**config.mk**
```make
export PLATFORM = sky130hd
export DESIGN_NAME = dltq_front
export DESIGN_NICKNAME = d
export VERILOG_FILES = /design/src/sv/dltq_pkg.sv /design/src/sv/dltq_front.sv
export SDC_FILE = /design/constraint.sdc
export NUM_CORES = 1
export LEC_CHECK = 0
export BUFFER_PORTS_ARGS = -buffer_cell sky130_fd_sc_hd__buf_2
export CAP_MARGIN = 20
export CELL_PAD_IN_SITES_DETAIL_PLACEMENT = 1
export CELL_PAD_IN_SITES_GLOBAL_PLACEMENT = 1
export CORE_MARGIN = 2
export CORE_UTILIZATION = 45
export DETAILED_ROUTE_END_ITERATION = 7
export GPL_TIMING_DRIVEN = 0
export PLACE_DENSITY_LB_ADDON = 0.1
export SLEW_MARGIN = 40
export SYNTH_ARGS = -nofsm -noshare
export SYNTH_HDL_FRONTEND = slang
export SYNTH_SLANG_ARGS = --single-unit
```
**constraint.sdc**
```tcl
create_clock -name clk -period 8.9 [get_ports clk]
set_clock_uncertainty 0.05 [all_clocks]
set_input_delay 0.89 -clock clk [delete_from_list [all_inputs] [get_ports clk]]
set_output_delay 0.89 -clock clk [all_outputs]
set_load 0.03 [all_outputs]
```
**src/sv/dltq_pkg.sv**
```systemverilog
`timescale 1ns / 1ps
// ----------------------------------------------------------------------------
// dltq_pkg
// Types, codes and defaults shared by the delta-list timer queue modules.
// ----------------------------------------------------------------------------
package dltq_pkg;

    localparam int MAX_TIMERS_DEF = 16;
    localparam int TIME_BITS_DEF  = 24;

    localparam logic [1:0] ACT_ADD        = 2'd0;
    localparam logic [1:0] ACT_REMOVE     = 2'd1;
    localparam logic [1:0] ACT_REMOVE_ALL = 2'd2;
    localparam logic [1:0] ACT_TICK       = 2'd3;

    localparam logic [1:0] KIND_ADD_ACK    = 2'd0;
    localparam logic [1:0] KIND_REMOVE_ACK = 2'd1;
    localparam logic [1:0] KIND_EXPIRY     = 2'd2;
    localparam logic [1:0] KIND_NEXT       = 2'd3;

    localparam logic [1:0] STAT_OK        = 2'd0;
    localparam logic [1:0] STAT_FULL      = 2'd1;
    localparam logic [1:0] STAT_NOT_FOUND = 2'd2;

    typedef struct packed {
        logic [1:0]  action;
        logic [7:0]  owner_id;
        logic [15:0] user_tag;
        logic [23:0] timeout_ms;
        logic        periodic;
        logic        use_slot;
        logic [3:0]  slot_in;
        logic [23:0] elapsed_ms;
    } req_t;

    typedef struct packed {
        logic [1:0]  kind;
        logic [1:0]  status;
        logic [3:0]  slot_out;
        logic [7:0]  owner_out;
        logic [15:0] tag_out;
        logic [23:0] next_timeout_ms;
        logic        queue_empty;
        logic        last;
    } rsp_t;

    typedef enum logic [2:0] {
        OP_ADD,
        OP_REMOVE_SLOT,
        OP_REMOVE_OWNER,
        OP_REMOVE_ALL,
        OP_TICK
    } op_t;

    typedef struct packed {
        op_t         op;
        logic [7:0]  owner;
        logic [15:0] tag;
        logic [23:0] time_ms;
        logic        periodic;
        logic [3:0]  slot;
    } cmd_t;

    typedef enum logic [2:0] {
        ST_IDLE,
        ST_INS_WALK,
        ST_RM_WALK,
        ST_RMALL_WALK,
        ST_TICK_SUB,
        ST_TICK_CNT,
        ST_TICK_EXP,
        ST_RESP
    } eng_state_t;

endpackage

```
**src/sv/dltq_front.sv**
```systemverilog
`timescale 1ns / 1ps
// ----------------------------------------------------------------------------
// dltq_front
// Accepts requests, decodes them into commands and queues two of them.
// ----------------------------------------------------------------------------
module dltq_front
    import dltq_pkg::*;
(
    input  logic clk,
    input  logic rst_n,
    input  logic req_valid,
    output logic req_ready,
    input  req_t req,
    output logic cmd_valid,
    input  logic cmd_ready,
    output cmd_t cmd
);

    cmd_t       q_reg [2];
    logic [1:0] cnt_reg, cnt_next;
    logic       wr_reg, wr_next;
    logic       rd_reg, rd_next;
    cmd_t       dec;
    logic       push;
    logic       pop;

    always_comb
    begin
        dec          = '0;
        dec.owner    = req.owner_id;
        dec.tag      = req.user_tag;
        dec.periodic = req.periodic;
        dec.slot     = req.slot_in;
        dec.time_ms  = req.timeout_ms;
        unique case (req.action)
            ACT_ADD:        dec.op = OP_ADD;
            ACT_REMOVE:     dec.op = req.use_slot ? OP_REMOVE_SLOT : OP_REMOVE_OWNER;
            ACT_REMOVE_ALL: dec.op = OP_REMOVE_ALL;
            default:
            begin
                dec.op      = OP_TICK;
                dec.time_ms = req.elapsed_ms;
            end
        endcase
    end

    assign req_ready = (cnt_reg != 2'd2);
    assign cmd_valid = (cnt_reg != 2'd0);
    assign cmd       = q_reg[rd_reg];
    assign push      = req_valid && req_ready;
    assign pop       = cmd_valid && cmd_ready;

    always_comb
    begin
        wr_next  = push ? ~wr_reg : wr_reg;
        rd_next  = pop ? ~rd_reg : rd_reg;
        cnt_next = cnt_reg + 2'(push) - 2'(pop);
    end

    always_ff @(posedge clk or negedge rst_n)
    begin
        if (!rst_n)
        begin
            cnt_reg <= 2'd0;
            wr_reg  <= 1'b0;
            rd_reg  <= 1'b0;
        end
        else
        begin
            cnt_reg <= cnt_next;
            wr_reg  <= wr_next;
            rd_reg  <= rd_next;
        end
    end

    always_ff @(posedge clk)
    begin
        if (push)
        begin
            q_reg[wr_reg] <= dec;
        end
    end

endmodule

```
==> results of run 1 <==
placed cells by master (no fill, tap or decap), types with 3 or more instances in the layout:
| cell type | netlist | layout |
|---|---|---|
| clkinv_2 | 0 | 3 |
| dfrtp_1 | 4 | 4 |
| buf_2 | 2 | 143 |
| edfxtp_1 | 112 | 112 |
| clkinv_1 | 0 | 4 |
| mux2_4 | 49 | 49 |
| clkbuf_16 | 0 | 16 |
| buf_6 | 5 | 5 |
| mux2_2 | 31 | 31 |
| bufinv_16 | 0 | 5 |
worst max-delay path, stage by stage, from the launching register on:
cell and delay [ns]:
dfrtp_1 0.35, buf_4 0.21, buf_6 0.21, mux2_4 0.31, buf_2 0.18
power groups by stage:
stage                     clock, mW  combinational (mW)  sequential [mW]
after global routing          0.735               0.868            0.801
final                         0.696               0.821            0.788
after CTS                     0.713               0.836            0.789
after detailed placement          0               0.830            0.798
after global placement            0               0.786            0.804
after floorplan                   0               0.599            0.793
layer usage:
layer	vias to the layer above	part of all wire, %	track usage (%)
li1	1227	-	-
met1	1283	39	19.07
met2	95	53	29.71
met3	16	6.2	6.018
met4	0	1.9	8.442
met5	-	0	0
cell type report:
type	count	share of cell area (%)
sequential	116	54.43
timing repair buffer	145	12.51
tap	136	2.675
inverter	2	0.1180
multi-input combinational	100	19.53
clock inverter	13	2.950
clock buffer	19	6.627
buffer	8	1.160
per-stage QoR:
stage               instances  power [mW]  area [sq um]  hold slack, ns
floorplan                 226       1.392          4775          0.4102
global route              539       2.404          6362          0.1050
finish                    539       2.305          6362          0.1175
global placement          503       1.590          5650          0.4266
CTS                       539       2.337          6362         0.09959
detailed placement        507       1.628          5753          0.5178
how the worst min path moves through the flow:
stage | slack [ns] | to | startpoint
2_1_floorplan | 0.41 | wr_reg | wr_reg
3_3_place_gp | 0.43 | wr_reg | wr_reg
3_5_place_dp | 0.52 | wr_reg | wr_reg
4_1_cts | 0.1 | cnt_reg[0] | rst_n
5_1_grt | 0.11 | rd_reg | rst_n
6_report | 0.12 | cnt_reg[0] | rst_n
cells by family after synthesis:
kind of cell    share of synthesized area (%)
flops                                   72.54
mux                                     22.72
simple gates                            1.389
buf+inv                                 1.703
compound gates                         0.8386
xor+xnor                               0.5504
fa+ha+maj                              0.2620
==> results by group, run 1 <==
CTS
  • Post-CTS Setup Bufs: 0
  • Root buf cell: clkbuf_8
  • Cts hold-fix bufs: 0
  • CTS Sinks: 116
  • CTS tree: done
  • PostCTS Resize Cnt: 0
  • Worst skew pair latency: about 0.52 ns
  • Clock Tree Buf Depth: 2
  • Depth of the CTS H-tree: 4
  • CTS Buf Count: 17
  • CTS clk-pin slew, worst paths: 0.05 ns

Timing
  • Worst Max-Slew Pin Slew: 0.4784 ns
  • Fin crit share: 30.72%
  • Setup TNS: 0 ns
  • Final setup vio count: 0
  • Slew margin rel.: roughly 68%
  • Final slew viol count: 0
  • Max Fclk: 365.8 MHz
  • RSZ-0062 raised after global routing: no
  • Fin. Hold Viols: 0
  • Final setup margin: 6.166 ns
  • Minimum clock period: about 2.7 ns

Floorplanning
  • Die Span Y: between 100 and 150 um
  • Num ports: 142
  • Die ar.: 0.01145 sq mm
  • Die X: 107.0 um
  • Starting Density: 46.25%
  • Core footprint: ~0.010 sq mm
  • # rows: 37

Logic synthesis
  • Cell area after synthesis: 0.004775 sq mm
  • EDFF count, synth: 112
  • Ys Warns: 0
  • Syn_nets: 311
  • Seq/Total Area, Yosys: between 70% and 80%
  • Cell taking the most area after synthesis: edfxtp_1
  • Distinct cells, synth: 24
  • Yosys reg bits: 116
  • Most numerous cell in the Yosys netlist: edfxtp_1
  • Top cells by area, synth: edfxtp_1 (70%), mux2_4 (15%), mux2_2 (7.3%)
  • Cells after Synth: 226
  • Commonest register cell after synthesis: edfxtp_1
  • Ys async rst share: under 10%
  • Post-synth top cells: edfxtp_1 (112), mux2_4 (49), mux2_2 (31)
  • Top-area cell type share of the netlist area: 70.44%
  • Syn Area/Cell: 21.13 sq um

Setup path
  • CP required: 7.96 ns
  • Critical Path Source Type: register
  • CP max FO: 10
  • RR Endpoint: q_reg[1][44]
  • Worst Reg2Reg Path Length in Cells: 3
  • Worst r2r src: cnt_reg[1]
  • Critical Path Sink Type: output pin
  • Critical path class: register to output pin
  • Crit path to: cmd[23]
  • R2R setup slack: 7.10 ns
  • CP arrival: 1.79 ns
  • Crit path launch: rd_reg

Placement
  • Routability Congestion: 0.6937
  • Port bufs: 141
  • Post-DP HPWL: roughly 6.4 mm
  • Pre-CTS setup slack: ~6.7 ns

Power and ir drop
  • Int Pwr: 1.555 mW
  • Comb pwr share: a little over a third
  • Psw: 0.7507 mW
  • Maximum VDD drop: 0.0001632 V
  • Clock Power Share: 30.2%
  • Fraction of power consumed by sequential logic: about a third
  • Cell area power density: 362.3 mW/mm^2
  • Switching share of power: 32.56%
  • Pleak: 2.635 nW

Drt
  • Routed len/inst: 17.34 um
  • DRT Wirelength: 9.348 mm
  • # DRC: 0
  • Vias/cell: 4.863
  • Vias: approximately 2.6k
  • First-pass detailed-route iteration total: 4
  • Detailed router's first-iteration violation count: 76
  • Final ANT Viol Nets: 0

Global routing
  • Largest net degree at the start of global routing: 31
  • GR Util All Layers: 17.28%
  • Initial antenna violation count: 0
  • Vias in the first global route: ~2.9k
  • Global route overflow: 0
  • Global-route wire length before repair: between 10 and 15 mm

Layout
  • Fill cell count: 944
  • Largest register FFs: 112
  • FF/Latch Area: about 0.0035 sq mm
  • N_diodes: 0
  • Fin nets: roughly 480
  • Layout cell share with drive strength beyond 1: between 60% and 70%
  • Multi-input combinational cell area: 0.001242 sq mm
  • Layout area overhead: 33.25%
  • Fin util: between 60% and 70%

Status
  • Status: finished, final reports clean

Min path
  • Hold WC Path Type: input pin to asynchronous set/reset pin

Job
  • Maxcap violations: 0
(Power assumes the default switching activity.)
==> run 2, diff against run 1 <==
- CORE_UTILIZATION: 45 -> 43
- clock period: 8.9 -> 2.8 ns (I/O delays scaled with it)
==> run 2 against run 1 <==
Net effect: flip-flop and latch count unchanged; core utilization decreased by 1.0 points; worst setup slack got worse by 5.5 ns; critical endpoint is now cmd[16].
==> results by group, run 2 (same netlist as run 1, synthesis figures left out) <==
Setup path
  • CP Cell Sequence: buf_4, buf_6, mux2_4, buf_2
  • Critical Path Sink Type: output pin
  • CP required: 2.47 ns (-5.49 ns)
  • CP arrival: 1.82 ns (+0.03 ns)
  • R2R setup slack: 0.85 ns (-6.25 ns)
  • Worst path slowest cell: dfrtp_1
  • Worst r2r src: cnt_reg[1]
  • Critical path class: register to output pin
  • Worst Reg2Reg Path Length in Cells: 5 (+2)
  • CP max FO: 10 (unchanged)
  • RR Endpoint: q_reg[0][26]
  • Slowest cell delay on critical path: 0.37 ns (+0.02 ns)
  • Critical Path Source Type: register

Floorplanning
  • # rows: 38 (+2.7%)
  • Die ar.: 0.01196 sq mm (+4.5%)
  • Num ports: 142 (unchanged)
  • Die Span Y: 109.4 um (+2.2%)
  • Core footprint: 0.01084 sq mm (+5.0%)
  • Die X: 109.4 um (+2.2%)
  • Starting Density: 44.04% (-2.2 points)

Timing
  • Worst Max-Slew Pin Slew: 0.5053 ns (+0.02687 ns)
  • Final setup vio count: 0 (unchanged)
  • RSZ-0062 raised after global routing: no
  • Minimum clock period: 2.150 ns
  • Setup TNS: 0 ns (unchanged)
  • Worst hold margin: 0.04025 ns (-0.07723 ns)
  • Fin crit share: between 70% and 80%
  • Slew margin rel.: 66.23% (-1.8 points)
  • Final slew viol count: 0 (unchanged)
  • Max Fclk: 465.0 MHz
  • Final setup margin: 0.6495 ns (-5.517 ns)
  • Fin. Hold Viols: 0 (unchanged)

Layout
  • Fin nets: 505 (+6.3%)
  • Layout area overhead: 37.66%
  • Most common cell after layout, fill and taps aside: buf_2
  • Largest register FFs: 112 (unchanged)
  • N_diodes: 0 (unchanged)
  • Most frequent cells in the layout: buf_2 (143), edfxtp_1 (112), mux2_4 (49), mux2_2 (31), dlygate4sd3_1 (30)
  • Layout cell share with drive strength beyond 1: 60.74% (-4.8 points)

Drt
  • Vias/cell: 4.754 (-2.2%)
  • Final ANT Viol Nets: 0 (unchanged)
  • # DRC: 0 (unchanged)
  • Detailed router's first-iteration violation count: 61 (-20%)
  • Routed len/inst: 16.48 um (-5.0%)
  • First-pass detailed-route iteration total: 4 (unchanged)
  • DRT Wirelength: 9.442 mm (+1.0%)
  • Vias: 2724 (+3.9%)

CTS
  • CTS clk-pin slew, worst paths: 0.05 ns (about the same)
  • Depth of the CTS H-tree: 4 (unchanged)
  • PostCTS Resize Cnt: 0 (unchanged)
  • Worst skew pair latency: 0.50 ns (-0.02 ns)
  • Root buf cell: clkbuf_8
  • CTS Sinks: 116 (unchanged)
  • CTS Buf Count: 17 (unchanged)
  • Clock Tree Buf Depth: 2 (unchanged)
  • CTS tree: done

Power and ir drop
  • Cell area power density: 1066 mW/mm^2 (+190%)
  • Overall Power: 7.009 mW (+200%)
  • Pleak: 2.723 nW (+3.3%)
  • Maximum VDD drop: 0.0005877 V (+260%)

Global routing
  • GR Util All Layers: 16.70% (-0.59 points)
  • Largest net degree at the start of global routing: 33 (+6.5%)
  • Global route overflow: 0 (unchanged)
  • Vias in the first global route: 2956 (+3.0%)
  • Global-route wire length before repair: 14.63 mm (+1.2%)
  • Initial antenna violation count: 0 (unchanged)

Placement
  • Pre-CTS setup slack: 0.8581 ns (-5.825 ns)
  • Routability Congestion: 0.6694 (-3.5%)
  • Post-DP HPWL: 6.404 mm (-0.19%)
  • Port bufs: 141 (unchanged)

Min path
  • Min-delay src: req[42]
  • Hold-critical path depth: 2
  • WHS Endpoint: q_reg[1][17]
  • Hold WC Path Type: input pin to register

Status
  • Status: finished, final reports clean

Job
  • Maxcap violations: 0 (unchanged)
[run 2: per-stage QoR]
step / std cells / instance area, sq um / utilization, %
finish: 573 / 6573 / 60.63
CTS: 573 / 6573 / 60.63
floorplan: 226 / 4782 / -
detailed placement: 511 / 5758 / 53.12
global placement: 507 / 5663 / 52.24
global route: 573 / 6573 / 60.63
[run 2: power by group]
part           internal, mW  switching, mW
clock                  1.19          0.682
sequential             2.39          0.117
combinational          1.07           1.57
[run 2: metal layers]
| metal | vias up | share of wire [%] | track usage [%] |
|---|---|---|---|
| met3 | 7 | 5.9 | 5.809 |
| met2 | 90 | 52 | 28.84 |
| met1 | 1349 | 41 | 18.82 |
| li1 | 1278 | - | - |
| met4 | 0 | 1.0 | 6.962 |
| met5 | - | 0 | 0 |
[run 2: layout make-up]
| class | instances | area [sq um] |
|---|---|---|
| inverters | 2 | 7.507 |
| repair buffers | 175 | 1096 |
| clock buffers | 25 | 454.2 |
| fillers | 1028 | 4268 |
| well taps | 140 | 175.2 |
| multi-input cells | 100 | 1242 |
| flip-flops and latches | 116 | 3463 |
| clock inverters | 7 | 60.06 |
| plain buffers | 8 | 73.82 |
[run 2: how the worst max path moves through the flow]
stage / endpoint / slack, ns / cells after the start / start
6_report: cmd[16] / 0.65 / 4 / rd_reg
2_1_floorplan: q_reg[1][0] / 0.15 / 2 / cnt_reg[1]
3_5_place_dp: q_reg[0][24] / 0.86 / 5 / cnt_reg[0]
3_3_place_gp: q_reg[1][22] / -0.49 / 2 / cnt_reg[1]
5_1_grt: cmd[16] / 0.56 / 4 / rd_reg
4_1_cts: cmd[16] / 0.60 / 4 / rd_reg
[run 2: worst max-delay path, delay by kind of cell, from the launching register on]
| family | cells | cell delay [ns] |
|---|---|---|
| buffers and inverters | 3 | 0.62 |
| DFF | 1 | 0.37 |
| muxes | 1 | 0.32 |
[run 2: what timing repair did]
| action | in CTS | in global routing |
|---|---|---|
| buffers inserted | 0 | 0 |
| endpoints found under the hold margin | 62 | 0 |
| hold buffers | 30 | 0 |
==> run 3, diff against run 2 <==
- ABC_AREA: default -> 1
- CORE_UTILIZATION: 43 -> 39
- clock period: 2.8 -> 2.1 ns (I/O delays scaled with it)
==> run 3 against run 2 <==
Net effect: the flow now finishes with violations (DRC); total power rose by 44%; clock power increased by 53%; cell count rose by 33%; critical path depth rose by 1; count of clock-buffer cells in the layout decreased by 6; critical path type unchanged; critical endpoint is now cmd[24]; largest cell class unchanged.
==> results by group, run 3 <==
Logic synthesis
  • Yosys reg bits: 116 (unchanged)
  • Commonest register cell after synthesis: edfxtp_1
  • Seq/Total Area, Yosys: 74.67% (+2.1 points)
  • Cell area after synthesis: 0.004638 sq mm (-2.9%)
  • Syn Area/Cell: 11.37 sq um (-46%)
  • Most numerous cell in the Yosys netlist: nand2_1
  • Ys async rst share: 3.448% (unchanged)
  • Syn_nets: 493 (+59%)
  • Cells after Synth: 408 (+81%)
  • EDFF count, synth: 112 (unchanged)
  • Post-synth top cells: nand2_1 (250), edfxtp_1 (112), inv_1 (9)
  • Distinct cells, synth: 17 (-29%)
  • Top-area cell type share of the netlist area: 72.51% (+2.1 points)
  • Top cells by area, synth: edfxtp_1 (73%), nand2_1 (20%), dfrtp_1 (2.2%)
  • Ys Warns: 0 (unchanged)
  • Cell taking the most area after synthesis: edfxtp_1

Floorplanning
  • Die ar.: 0.01278 sq mm (+6.8%)
  • Starting Density: 40.28% (-3.8 points)
  • Num ports: 142 (unchanged)
  • # rows: 39 (+2.6%)
  • Core footprint: 0.01152 sq mm (+6.2%)
  • Die X: 113.1 um (+3.4%)
  • Die Span Y: 113.1 um (+3.4%)

Drt
  • DRT Wirelength: 11.60 mm (+23%)
  • # DRC: 8 (+8)
  • Vias: 3522 (+29%)
  • Routed len/inst: 15.27 um (-7.4%)
  • Vias/cell: 4.634 (-2.5%)
  • Final ANT Viol Nets: 0 (unchanged)
  • First-pass detailed-route iteration total: 7 (+3)
  • Detailed router's first-iteration violation count: 139 (+130%)

Power and ir drop
  • Pleak: 3.021 nW (+11%)
  • Maximum VDD drop: 0.0005528 V (-5.9%)
  • Cell area power density: 1527 mW/mm^2 (+43%)

CTS
  • Worst skew pair latency: 0.39 ns (-0.11 ns)
  • Clock Tree Buf Depth: 2 (unchanged)
  • CTS tree: done
  • PostCTS Resize Cnt: 0 (unchanged)
  • CTS Buf Count: 17 (unchanged)
  • CTS Sinks: 116 (unchanged)
  • Depth of the CTS H-tree: 4 (unchanged)
  • Cts hold-fix bufs: 30 (unchanged)
  • Post-CTS Setup Bufs: 0 (unchanged)
  • CTS clk-pin slew, worst paths: 0.06 ns (about the same)
  • Root buf cell: clkbuf_16

Layout
  • Fill cell count: 1273 (+24%)
  • Most common cell after layout, fill and taps aside: nand2_1
  • Post-route insts no fill: 760 (+33%)
  • Fin nets: 689 (+36%)
  • Fin util: 57.20% (-3.4 points)
  • Most frequent cells in the layout: nand2_1 (248), buf_2 (147), edfxtp_1 (112), dlygate4sd3_1 (30), clkbuf_16 (17)
  • Layout cell share with drive strength beyond 1: 32.25% (-28 points)
  • N_diodes: 0 (unchanged)
  • Largest register FFs: 112 (unchanged)
  • Layout area overhead: 42.03%

Timing
  • Worst hold margin: 0.04742 ns (+0.007162 ns)
  • Fin crit share: 91.02%
  • Max Fclk: 523.2 MHz
  • Slew margin rel.: 68.30% (+2.1 points)
  • Minimum clock period: 1.911 ns
  • Final setup vio count: 0 (unchanged)
  • RSZ-0062 raised after global routing: no
  • Final slew viol count: 0 (unchanged)
  • Fin. Hold Viols: 0 (unchanged)
  • Final setup margin: 0.1886 ns (-0.4609 ns)
  • Worst Max-Slew Pin Slew: 0.4755 ns (-0.02986 ns)

Global routing
  • Global-route wire length before repair: 18.49 mm (+26%)
  • Largest net degree at the start of global routing: 19 (-42%)
  • Initial antenna violation count: 0 (unchanged)
  • Vias in the first global route: 3674 (+24%)
  • Global route overflow: 0 (unchanged)
  • GR Util All Layers: 19.03% (+2.3 points)

Placement
  • Pre-CTS setup slack: 0.2866 ns (-0.5715 ns)
  • Routability Congestion: 0.7078 (+5.7%)
  • Post-DP HPWL: 7.735 mm (+21%)
  • Port bufs: 141 (unchanged)
  • Placed Cells: 698 (+37%)

Setup path
  • Critical Path Sink Type: output pin
  • CP max FO: 10 (unchanged)
  • CP required: 1.84 ns (-0.63 ns)
  • CP arrival: 1.65 ns (-0.17 ns)
  • Critical Path Source Type: register
  • Critical path class: register to output pin

Min path
  • Hold WC Path Type: input pin to register

Status
  • Status: complete, but fails checks
  • Failing checks: DRC

Job
  • Maxcap violations: 0 (unchanged)
run 3: changes by cell type in the layout (fill, tap and decap cells not counted), sizes merged, moves of 2 or more:
cell	previous run	this run
clkinvlp	0	3
nand2b	2	0
clkbuf	25	20
mux2	80	0
bufinv	1	3
buf	153	162
nand2	2	251
nor2	2	5
inv	2	12
xnor2	2	0
run 3: layout make-up:
class | count | area, sq um | area share, %
buffer | 16 | 112.6 | 1.709
clock buffer | 19 | 432.9 | 6.572
clock inverter | 13 | 158.9 | 2.412
inverter | 11 | 41.29 | 0.6268
multi-input combinational | 265 | 1041 | 15.80
sequential | 116 | 3463 | 52.57
tap | 143 | 178.9 | 2.716
timing repair buffer | 177 | 1159 | 17.59
run 3: cells by family after synthesis:
kind of cell | after synthesis | synth area share, %
flops | 116 | 74.67
xor+xnor | 1 | 0.1889
fa+ha+maj | 1 | 0.2697
simple gates | 259 | 21.12
buf+inv | 27 | 3.318
compound gates | 4 | 0.4314
run 3: power by group:
group / switching, mW / leakage [nW] / internal [mW] / total [mW]
registers: 0.155 / 1.09 / 3.18 / 3.33
clock network: 1.01 / 0.283 / 1.86 / 2.87
logic: 2.72 / 1.65 / 1.13 / 3.86
total: 3.89 / 3.02 / 6.17 / 10.1
run 3: final timing paths:
kind                                  from      endpoint  slack (ns)  depth (start not counted)
worst min register to register  cnt_reg[0]    cnt_reg[0]        0.52                          1
min in group asynchronous            rst_n    cnt_reg[0]        0.12                          2
worst min-delay path                req[4]   q_reg[1][9]        0.05                          3
max in group asynchronous            rst_n    cnt_reg[1]        1.75                          2
worst max-delay path                rd_reg       cmd[24]        0.19                          5
worst max register to register  cnt_reg[1]  q_reg[1][34]        0.29                          5
run 3: per-stage QoR:
stage | power, mW | area, sq um | TNS (ns)
2_1_floorplan | 5.832 | 4658 | 0
3_3_place_gp | 6.935 | 5543 | -43.17
3_5_place_dp | 7.243 | 5695 | 0
4_1_cts | 10.21 | 6588 | 0
5_1_grt | 10.61 | 6588 | 0
6_report | 10.06 | 6588 | 0
run 3: metal layers:
metal | track usage, % | routed length [um] | vias to the layer above
met5 | 0 | 0 | -
met4 | 6.098 | 144 | 0
met3 | 5.517 | 672 | 9
met2 | 34.53 | 6061 | 109
met1 | 21.58 | 4723 | 1669
li1 | - | - | 1735
run 3: critical path: stages, from the launching register on:
cell,delay [ns]
dfrtp_1,0.40
inv_2,0.08
clkbuf_1,0.38
nand2_1,0.11
nand2_1,0.09
buf_2,0.19
